`config.mk`:
```
export PLATFORM = sky130hd
export DESIGN_NAME = longest_prefix_route_table_core
export DESIGN_NICKNAME = d
export VERILOG_FILES = /design/src/hw/rtl/lprt_pkg.sv /design/src/hw/rtl/lprt_route_ram.sv /design/src/hw/rtl/longest_prefix_route_table_core.sv
export SDC_FILE = /design/constraint.sdc
export NUM_CORES = 2
export LEC_CHECK = 0
export ABC_AREA = 1
export BUFFER_PORTS_ARGS = -buffer_cell sky130_fd_sc_hd__buf_2
export CAP_MARGIN = 20
export CORE_MARGIN = 1
export CORE_UTILIZATION = 28
export CTS_BUF_LIST = sky130_fd_sc_hd__clkbuf_4 sky130_fd_sc_hd__clkbuf_8
export DETAILED_ROUTE_END_ITERATION = 12
export SLEW_MARGIN = 25
export SYNTH_ARGS = -nofsm -noshare
export SYNTH_HDL_FRONTEND = slang
export SYNTH_SLANG_ARGS = --single-unit
```
`constraint.sdc`:
```
create_clock -name clock -period 6 [get_ports clock]
set_clock_uncertainty 0.2 [all_clocks]
set_input_delay 0.9 -clock clock [delete_from_list [all_inputs] [get_ports clock]]
set_output_delay 0.9 -clock clock [all_outputs]
set_load 0.01 [all_outputs]
```
`src/hw/rtl/lprt_pkg.sv`:
```
`timescale 1ns / 1ps
`default_nettype none

package lprt_pkg;

   localparam int DEF_ENTRIES = 32;
   localparam int ADDR_W      = 32;
   localparam int CARD_W      = 4;
   localparam int LEN_W       = 6;
   localparam int USED_W      = 6;

   typedef enum logic [1:0] {
      CMD_CLEAR  = 2'd0,
      CMD_ADD    = 2'd1,
      CMD_LOOKUP = 2'd2,
      CMD_NOP    = 2'd3
   } cmd_type;

   typedef enum logic [2:0] {
      ST_IDLE,
      ST_ADD_NET,
      ST_ADD_DEF,
      ST_LOOKUP,
      ST_EMIT
   } state_type;

   typedef struct packed {
      cmd_type             command;
      logic [ADDR_W-1:0]   address;
      logic [ADDR_W-1:0]   mask_in;
      logic [CARD_W-1:0]   card;
   } req_type;

   typedef struct packed {
      logic                found;
      logic [CARD_W-1:0]   card_out;
      logic                table_full;
      logic [USED_W-1:0]   entries_used;
   } rsp_type;

   // One stored route.
   typedef struct packed {
      logic [ADDR_W-1:0]   net;
      logic [ADDR_W-1:0]   mask;
      logic [LEN_W-1:0]    len;
      logic [CARD_W-1:0]   card;
   } route_type;

   // Prefix length of a mask: nibble counts, then a sum of eight.
   function automatic logic [LEN_W-1:0] mask_len(input logic [ADDR_W-1:0] m);
      logic [2:0]       nib [8];
      logic [LEN_W-1:0] sum;
      for (int i = 0; i < 8; i++) begin
         nib[i] = 3'({2'b0, m[4*i]}) + 3'({2'b0, m[4*i+1]})
                + 3'({2'b0, m[4*i+2]}) + 3'({2'b0, m[4*i+3]});
      end
      sum = '0;
      for (int i = 0; i < 8; i++) begin
         sum = sum + LEN_W'(nib[i]);
      end
      return sum;
   endfunction

endpackage

`default_nettype wire

```
`src/hw/rtl/lprt_route_ram.sv`:
```
`timescale 1ns / 1ps
`default_nettype none

module lprt_route_ram
   import lprt_pkg::*;
#(
   parameter int DEPTH = DEF_ENTRIES
) (
   input  wire logic                     clock,
   input  wire logic                     wr_en,
   input  wire logic [$clog2(DEPTH)-1:0] wr_addr,
   input  wire route_type                wr_data,
   input  wire logic                     rd_en,
   input  wire logic [$clog2(DEPTH)-1:0] rd_addr,
   output route_type                     rd_data
);

   route_type mem [DEPTH];
   route_type rd_data_ff;

   // Write port
   always_ff @(posedge clock) begin
      if (wr_en) begin
         mem[wr_addr] <= wr_data;
      end
   end

   // Registered read port
   always_ff @(posedge clock) begin
      if (rd_en) begin
         rd_data_ff <= mem[rd_addr];
      end
   end

   assign rd_data = rd_data_ff;

endmodule

`default_nettype wire

```
`src/hw/rtl/longest_prefix_route_table_core.sv`:
```
// Route table with longest-prefix lookup, one command in flight at a time.
// Clear and no-op go straight to the result; add writes the route, then a default route
// when the gateway matches; lookup scans the stored routes, one route memory read per cycle,
// and the result waits while the previous result is still held by rsp_stall.
// The next command is taken while a result waits.
// Synchronous active-high reset empties the table, zeroes the gateway and drops results.
`timescale 1ns / 1ps
`default_nettype none

module longest_prefix_route_table_core
   import lprt_pkg::*;
#(
   parameter int ENTRIES = DEF_ENTRIES
) (
   input  wire logic              clock,
   input  wire logic              reset,
   input  wire logic              req_valid,
   output logic                   req_stall,
   input  wire req_type           req_data,
   output logic                   rsp_valid,
   input  wire logic              rsp_stall,
   output rsp_type                rsp_data,
   input  wire logic              csr_wr_en,
   input  wire logic [ADDR_W-1:0] csr_wr_data
);

   localparam int IDX_W = $clog2(ENTRIES);
   localparam int CNT_W = $clog2(ENTRIES + 1);

   state_type         state_ff, state_in;
   req_type           req_ff, req_in;
   logic [CNT_W-1:0]  count_ff, count_in;
   logic [CNT_W-1:0]  iss_ff, iss_in;
   logic              pend_ff, pend_in;
   logic [ADDR_W-1:0] gw_ff;
   logic              found_ff, found_in;
   logic [CARD_W-1:0] card_ff, card_in;
   logic              full_ff, full_in;
   logic [LEN_W-1:0]  best_ff, best_in;
   logic              rsp_valid_ff, rsp_valid_in;
   rsp_type           rsp_ff, rsp_in;

   logic              wr_en, rd_en;
   logic [IDX_W-1:0]  wr_addr, rd_addr;
   route_type         wr_data, rd_data;

   logic              req_xfer;
   logic              has_room;
   logic              gw_hit;
   logic              route_hit;
   logic [CNT_W+USED_W-1:0] used_ext;

   lprt_route_ram #(.DEPTH(ENTRIES)) u_ram (
      .clock   (clock),
      .wr_en   (wr_en),
      .wr_addr (wr_addr),
      .wr_data (wr_data),
      .rd_en   (rd_en),
      .rd_addr (rd_addr),
      .rd_data (rd_data)
   );

   assign req_stall = (state_ff != ST_IDLE);
   assign req_xfer  = req_valid && !req_stall;
   assign has_room  = (count_ff < CNT_W'(ENTRIES));
   assign gw_hit    = (gw_ff != '0)
                   && ((gw_ff & req_ff.mask_in) == (req_ff.address & req_ff.mask_in));
   assign route_hit = pend_ff
                   && ((req_ff.address & rd_data.mask) == rd_data.net)
                   && (!found_ff || (rd_data.len > best_ff));
   assign used_ext  = {{USED_W{1'b0}}, count_ff};

   // Sequencer: next state, table writes, scan reads, result build
   always_comb begin
      state_in     = state_ff;
      req_in       = req_ff;
      count_in     = count_ff;
      iss_in       = iss_ff;
      pend_in      = pend_ff;
      found_in     = found_ff;
      card_in      = card_ff;
      full_in      = full_ff;
      best_in      = best_ff;
      rsp_valid_in = rsp_valid_ff && rsp_stall;
      rsp_in       = rsp_ff;
      wr_en        = 1'b0;
      wr_addr      = count_ff[IDX_W-1:0];
      wr_data      = '0;
      rd_en        = 1'b0;
      rd_addr      = iss_ff[IDX_W-1:0];

      unique case (state_ff)
         ST_IDLE: begin
            if (req_xfer) begin
               req_in   = req_data;
               found_in = 1'b0;
               card_in  = '0;
               full_in  = 1'b0;
               best_in  = '0;
               iss_in   = '0;
               pend_in  = 1'b0;
               unique case (req_data.command)
                  CMD_CLEAR: begin
                     count_in = '0;
                     state_in = ST_EMIT;
                  end
                  CMD_ADD:    state_in = ST_ADD_NET;
                  CMD_LOOKUP: state_in = ST_LOOKUP;
                  default:    state_in = ST_EMIT;
               endcase
            end
         end

         ST_ADD_NET: begin
            wr_data.net  = req_ff.address & req_ff.mask_in;
            wr_data.mask = req_ff.mask_in;
            wr_data.len  = mask_len(req_ff.mask_in);
            wr_data.card = req_ff.card;
            if (has_room) begin
               wr_en    = 1'b1;
               count_in = count_ff + 1'b1;
            end else begin
               full_in  = 1'b1;
            end
            state_in = gw_hit ? ST_ADD_DEF : ST_EMIT;
         end

         ST_ADD_DEF: begin
            // default route: network and mask zero
            wr_data.card = req_ff.card;
            if (has_room) begin
               wr_en    = 1'b1;
               count_in = count_ff + 1'b1;
            end else begin
               full_in  = 1'b1;
            end
            state_in = ST_EMIT;
         end

         ST_LOOKUP: begin
            // issue one read per cycle, compare the one returned
            if (iss_ff < count_ff) begin
               rd_en   = 1'b1;
               iss_in  = iss_ff + 1'b1;
               pend_in = 1'b1;
            end else begin
               pend_in = 1'b0;
            end
            if (route_hit) begin
               found_in = 1'b1;
               card_in  = rd_data.card;
               best_in  = rd_data.len;
            end
            if ((iss_ff == count_ff) && !pend_ff) begin
               state_in = ST_EMIT;
            end
         end

         ST_EMIT: begin
            if (!rsp_valid_ff || !rsp_stall) begin
               rsp_valid_in        = 1'b1;
               rsp_in.found        = found_ff;
               rsp_in.card_out     = card_ff;
               rsp_in.table_full   = full_ff;
               rsp_in.entries_used = used_ext[USED_W-1:0];
               state_in            = ST_IDLE;
            end
         end

         default: state_in = ST_IDLE;
      endcase
   end

   // Control registers
   always_ff @(posedge clock) begin
      if (reset) begin
         state_ff     <= ST_IDLE;
         count_ff     <= '0;
         iss_ff       <= '0;
         pend_ff      <= 1'b0;
         rsp_valid_ff <= 1'b0;
      end else begin
         state_ff     <= state_in;
         count_ff     <= count_in;
         iss_ff       <= iss_in;
         pend_ff      <= pend_in;
         rsp_valid_ff <= rsp_valid_in;
      end
   end

   // Gateway register
   always_ff @(posedge clock) begin
      if (reset) begin
         gw_ff <= '0;
      end else if (csr_wr_en) begin
         gw_ff <= csr_wr_data;
      end
   end

   // Payload registers
   always_ff @(posedge clock) begin
      req_ff   <= req_in;
      found_ff <= found_in;
      card_ff  <= card_in;
      full_ff  <= full_in;
      best_ff  <= best_in;
      rsp_ff   <= rsp_in;
   end

   assign rsp_valid = rsp_valid_ff;
   assign rsp_data  = rsp_ff;

endmodule

`default_nettype wire

```
## Word-level counts from Yosys, hierarchy flattened

Memory sizes are Yosys's and may differ from the RTL's. A register that Yosys moved wholly into a read port is not among the register bits.
Cells that the tools add are included.

- Bits in writable memories: 2,368
- Register bits: 141
- Memories: 1
- Input port bits: 107
- Output and inout port bits: 14

- Equal/unequal tests: 17
- Bitwise gates (word level): 3
- Muxes and demuxes: 34
- $lt $le $gt $ge: 3
- Reductions and logical operators: 28
- Add/subtract/negate cells: 33

Memories:

| name | depth | width | rd ports | clocked after Yosys merged registers in | write ports | line | text |
|---|---|---|---|---|---|---|---|
| u_ram.mem | 32 | 74 | 1 | 1 | 1 | lprt_route_ram.sv:18 | `route_type mem [DEPTH];` |

Operators with widths:

| operator | number |
|---|---|
| 32-bit bitwise AND | 3 |
| 70-bit 2-to-1 mux | 1 |
| 32-bit == test | 2 |
| 6-bit 2-to-1 mux | 6 |
| 6-bit one-hot mux with 2 select lines | 3 |
| 32-bit nonzero test | 1 |
| 2-bit by 1-bit adder with 3-bit output | 8 |
| 3-bit by 1-bit adder with 3-bit output | 8 |
| 6-bit by 3-bit adder with 6-bit output | 4 |
| 1-bit by 1-bit adder with 2-bit output | 8 |
| 3-bit one-hot mux with 5 select lines | 1 |
| 6-bit by 1-bit adder with 6-bit output, second input constant | 2 |
| 3-bit 2-to-1 mux | 4 |
| 4-bit 2-to-1 mux | 3 |
| 2-bit inequality test, second input constant | 6 |
| 3-bit AND reduction | 4 |
| 1-bit 2-to-1 mux | 11 |
| 4-bit one-hot mux with 2 select lines | 1 |
| 5-bit by 3-bit adder with 6-bit output | 1 |
| 3-bit by 2-bit == test with 1-bit output, second input constant | 2 |
| 6-bit == test | 1 |
| 6-bit > comparator | 1 |
| 1-bit logical AND | 6 |
| 6-bit < comparator | 1 |
| 19 further kinds | 30 |

## Longest topological paths before layout

- Depth after elaboration: 11
- Depth in mapped cells: 18

## Modules after synthesis

From an unflattened synthesis, not the netlist that was laid out.

- Cell total of the unflattened synthesis: 8,706
- Area, all modules: 104,895.6 um^2

Modules (own cells, without submodules):

| module | times used | area each (um^2) | cells an instance |
|---|---|---|---|
| lprt_route_ram | 1 | 97,194.5 | 7,804 |
| longest_prefix_route_table_core | 1 | 7,701.1 | 902 |

## Worst setup path before layout

No wires, ideal clock.

- Path type: register to register
- Start: register req_ff[21] (netlist bit)
- End: memory u_ram.mem[0][8] (netlist bit), data pin
- Slack: 0.293 ns
- Required time: 5.449 ns
- Cell stages (with the launch flop): 18
- Period minus slack after synthesis: 5.707 ns
- Arrival: 5.156 ns
- Cells stage by stage: edfxtp_1 > fa_1 > inv_1 > fa_1 > fa_1 > fa_1 > fa_1 > fa_1 > inv_1 > ha_1 > fa_1 > nand2_1 > inv_1 > nor2_1 > nor2_1 > nor2_1 > xor2_1 > nor2_1

RTL lines:

| item | line | text |
|---|---|---|
| start: declaration | longest_prefix_route_table_core.sv:31 | `req_type req_ff, req_in;` |
| start signal: assignment | longest_prefix_route_table_core.sv:202 | `req_ff <= req_in;` |
| end: declaration | lprt_route_ram.sv:18 |  |

==> results.cfg <==
[floorplanning]
die_area_um2 = 365000
die_y_um = 604
die_x_um = 604
rows = 220
start_util_pct = 28.2
coreArea_um2 = 360000
pin_count = 121

[placement]
dp_slack_ps = -9.61
portBuffers = 120
gp_congestion = 0.913
dp_hpwl_um = 171000

[sta]
period_needed_ps = 5760
setup-tns-final_ps = 0
hold_viol = 0
drv_slew = 0
setup_viol = 0
rsz0062_at_grt = false
finalWorstSetupSlack_ps = 244
slew_headroom_pct = 26.8
max_slew.worst_pin.slew_ps = 1100
fmax_ghz = 0.174
finalCritPeriodShare_pct = 95.9

[setup_path]
slowest_delay_ps = 550
critPathBufInv = 3
path_max_fanout = 32
startpoint = req_ff[23]$_DFFE_PP_
worstPathRequired_ps = 6550
critPathArrivalTime_ps = 6310
end_kind = flip-flop
worstReg2RegStart = req_ff[23]$_DFFE_PP_
worstSetupPathType = reg2reg
cp-start-kind = flip-flop
cp_cell_sequence = fa_1 > inv_1 > fa_1 > fa_1 > fa_1 > fa_1 > fa_1 > inv_1 > ha_1 > fa_1 > nand2_1 > inv_1 > nor2_1 > nor2_1 > nor2_1 > xor2_1 > nor2_4
worst_path_max_delay_cell = fa_1
path_delay_family = adder cells
cp_common_cell = fa_1

[global_route]
grt_max_degree = 187
gr-usage-met3_pct = 2.66
grt_pass1_vias = 65000
grt_pass1_wl_um = 460000
grt_antenna_before_repair = 23
grt_overflow = 0
grt.total_usage_pct = 17.1
met1_usage_pct = 21.8
busiest_layer = met2
use_met2_pct = 27.7

[cells_and_area]
nets = 8087
n_fill_cell = 34900
drive_gt1_share_pct = 12.9
synthToLayoutAreaGrowth_pct = 15.7

[drt]
avgViaCountPerCell = 5.22
wl_um = 326000
drc = 0
postRouteAntennaNets = 0
drt_first_iter_violations = 9152
first_pass_iters = 6
wl_per_cell_um = 25.0
dr_total_vias = 68200

[outcome]
status = complete, no violations

[clock_tree]
cts_tree = built
htree_levels = 5
insertion_delay_ps = 1120
clock_path_buffers = 4
numCtsBuffers = 421
clkTransAtPathRegs_ps = 80
clock-root-buffer = clkbuf_8
clkSinkCount = 2583
post_cts.repair.setup_buffers = 0

[min_path]
min_from = req_data[27]
hold_path_class = in2reg

[synthesis]
syn_inst = 7575
yosysTopAreaCellShare_pct = 75.0
ys_top_cells_by_area = edfxtp_1 (75%), o21ai_0 (5.9%), nor2_1 (5.3%), o22ai_1 (2.4%), nand2_1 (1.6%)
post_synth.cell_area_avg_um2 = 13.4
synthesis.nets = 7732
synth_seq_cells = 2583
yosys-top-cells-count = edfxtp_1 (2534), nor2_1 (1422), o21ai_0 (1199)
yosys.area.top_type = edfxtp_1
ys_seq_area_share_pct = 76.0
yosysWarningCount = 0
synth_cell_type_count = 42
netlist_area_um2 = 101000
async_reset_ff_share_pct = 0
yosys.cell_count.top_type = edfxtp_1
synth_flop_cell = edfxtp_1
synth_edf_count = 2534

[power_and_ir_drop]
leakagePower_nw = 39.2
powerDensity_nw_per_um2 = 314
vdd_drop_max_v = 0.000379

[run]
maxCapViolations = 0
cells by family (layout without fill, tap and decap cells):
kind of cell	count (synthesis)	after routing	share of synthesized area, %
multiplexers	1	1	0.00987
AND/OR/NAND/NOR	2129	2129	8.29
adder cells (fa/ha/maj)	50	50	0.794
flip-flops	2583	2583	76.0
XOR/XNOR	21	21	0.181
AO/OA/AOI/OAI	2092	2092	11.8
buffers and inverters	699	1359	2.98
other	0	59	0
layout by cell type (no fill, tap or decap), types with 49 or more instances in the layout:
cell           instances
clkinv_1             112
nand3_1              147
dlygate4sd3_1         97
o21ai_1               77
a31oi_1               63
o22ai_1              388
edfxtp_1            2534
buf_4                181
clkbuf_4             134
o211ai_1              49
clkbuf_8             431
buf_2                120
o21ai_0             1199
diode_2               59
nand2_1              432
nor2_1              1370
o221ai_1             184
a21oi_1              103
inv_1                178
per-stage QoR:
stage | cells | instance area [um^2] | hold slack [ps] | utilization [%] | power [mW]
after floorplan | 7575 | 101000 | 200 | - | 21.6
after global placement | 12200 | 108000 | 222 | 30.1 | 22.5
after detailed placement | 12200 | 108000 | 213 | 30.1 | 22.5
after CTS | 13000 | 117000 | 3.38 | 32.6 | 36.9
after global routing | 13100 | 117000 | 36.2 | 32.6 | 37.9
final | 13100 | 117000 | 77.6 | 32.6 | 36.8
final cells by class:
cell class                      count  area (um^2)  area share, %
Tap cell                         4773         5970           5.09
Antenna cell                       59          148          0.126
Timing Repair Buffer              440         3760           3.21
Sequential cell                  2583        77100           65.7
Multi-Input combinational cell   4293        21800           18.6
Inverter                          191          772          0.658
Clock inverter                    163          871          0.742
Clock buffer                      565         6940           5.91
worst reg2reg max path: cells and delay by family (launching register included):
| family | cells | cell delay [ps] |
|---|---|---|
| DFF | 1 | 490 |
| and+or+nand+nor | 5 | 840 |
| adders and majority gates | 8 | 3620 |
| buffers and inverters | 3 | 140 |
| xor gates and xnor gates | 1 | 110 |
sequential cells by signal, summed over array words and instances, names as in the netlist:
signal         flops
state_ff           3
rsp_valid          1
count_ff           6
pend_ff            1
rsp_data          12
card_ff            4
gw_ff             32
u_ram.rd_data     74
best_ff            6
req_ff            68
full_ff            1
iss_ff             6
u_ram.mem       2368
found_ff           1
what timing repair did:
item | 4_1_cts | 5_1_grt
endpoints found under the hold margin | 98 | 0
hold buffers | 97 | 0
setup endpoints to repair | 32 | 0
gates resized for setup | 1 | 0
metal layers:
layer	up-vias	routed length (um)
met5	-	0
met4	0	19800
met3	792	28500
met2	3835	153000
met1	34500	125000
li1	29000	-
final timing paths:
check	slack [ps]	endpoint	depth (start not counted)
setup reg to reg	240	u_ram.mem[23][8]$_DFFE_PP_	17
hold reg to reg	220	rsp_data[8]$_DFFE_PP_	0
setup / recovery	240	u_ram.mem[23][8]$_DFFE_PP_	17
hold / removal	80	req_ff[27]$_DFFE_PP_	1
power by group:
part,internal [mW],total [mW],switching (mW)
sequential,20.0,20.1,0.107
clock,7.74,14.6,6.88
combinational,0.715,2.08,1.37
Power figures use the tool's default switching activity.
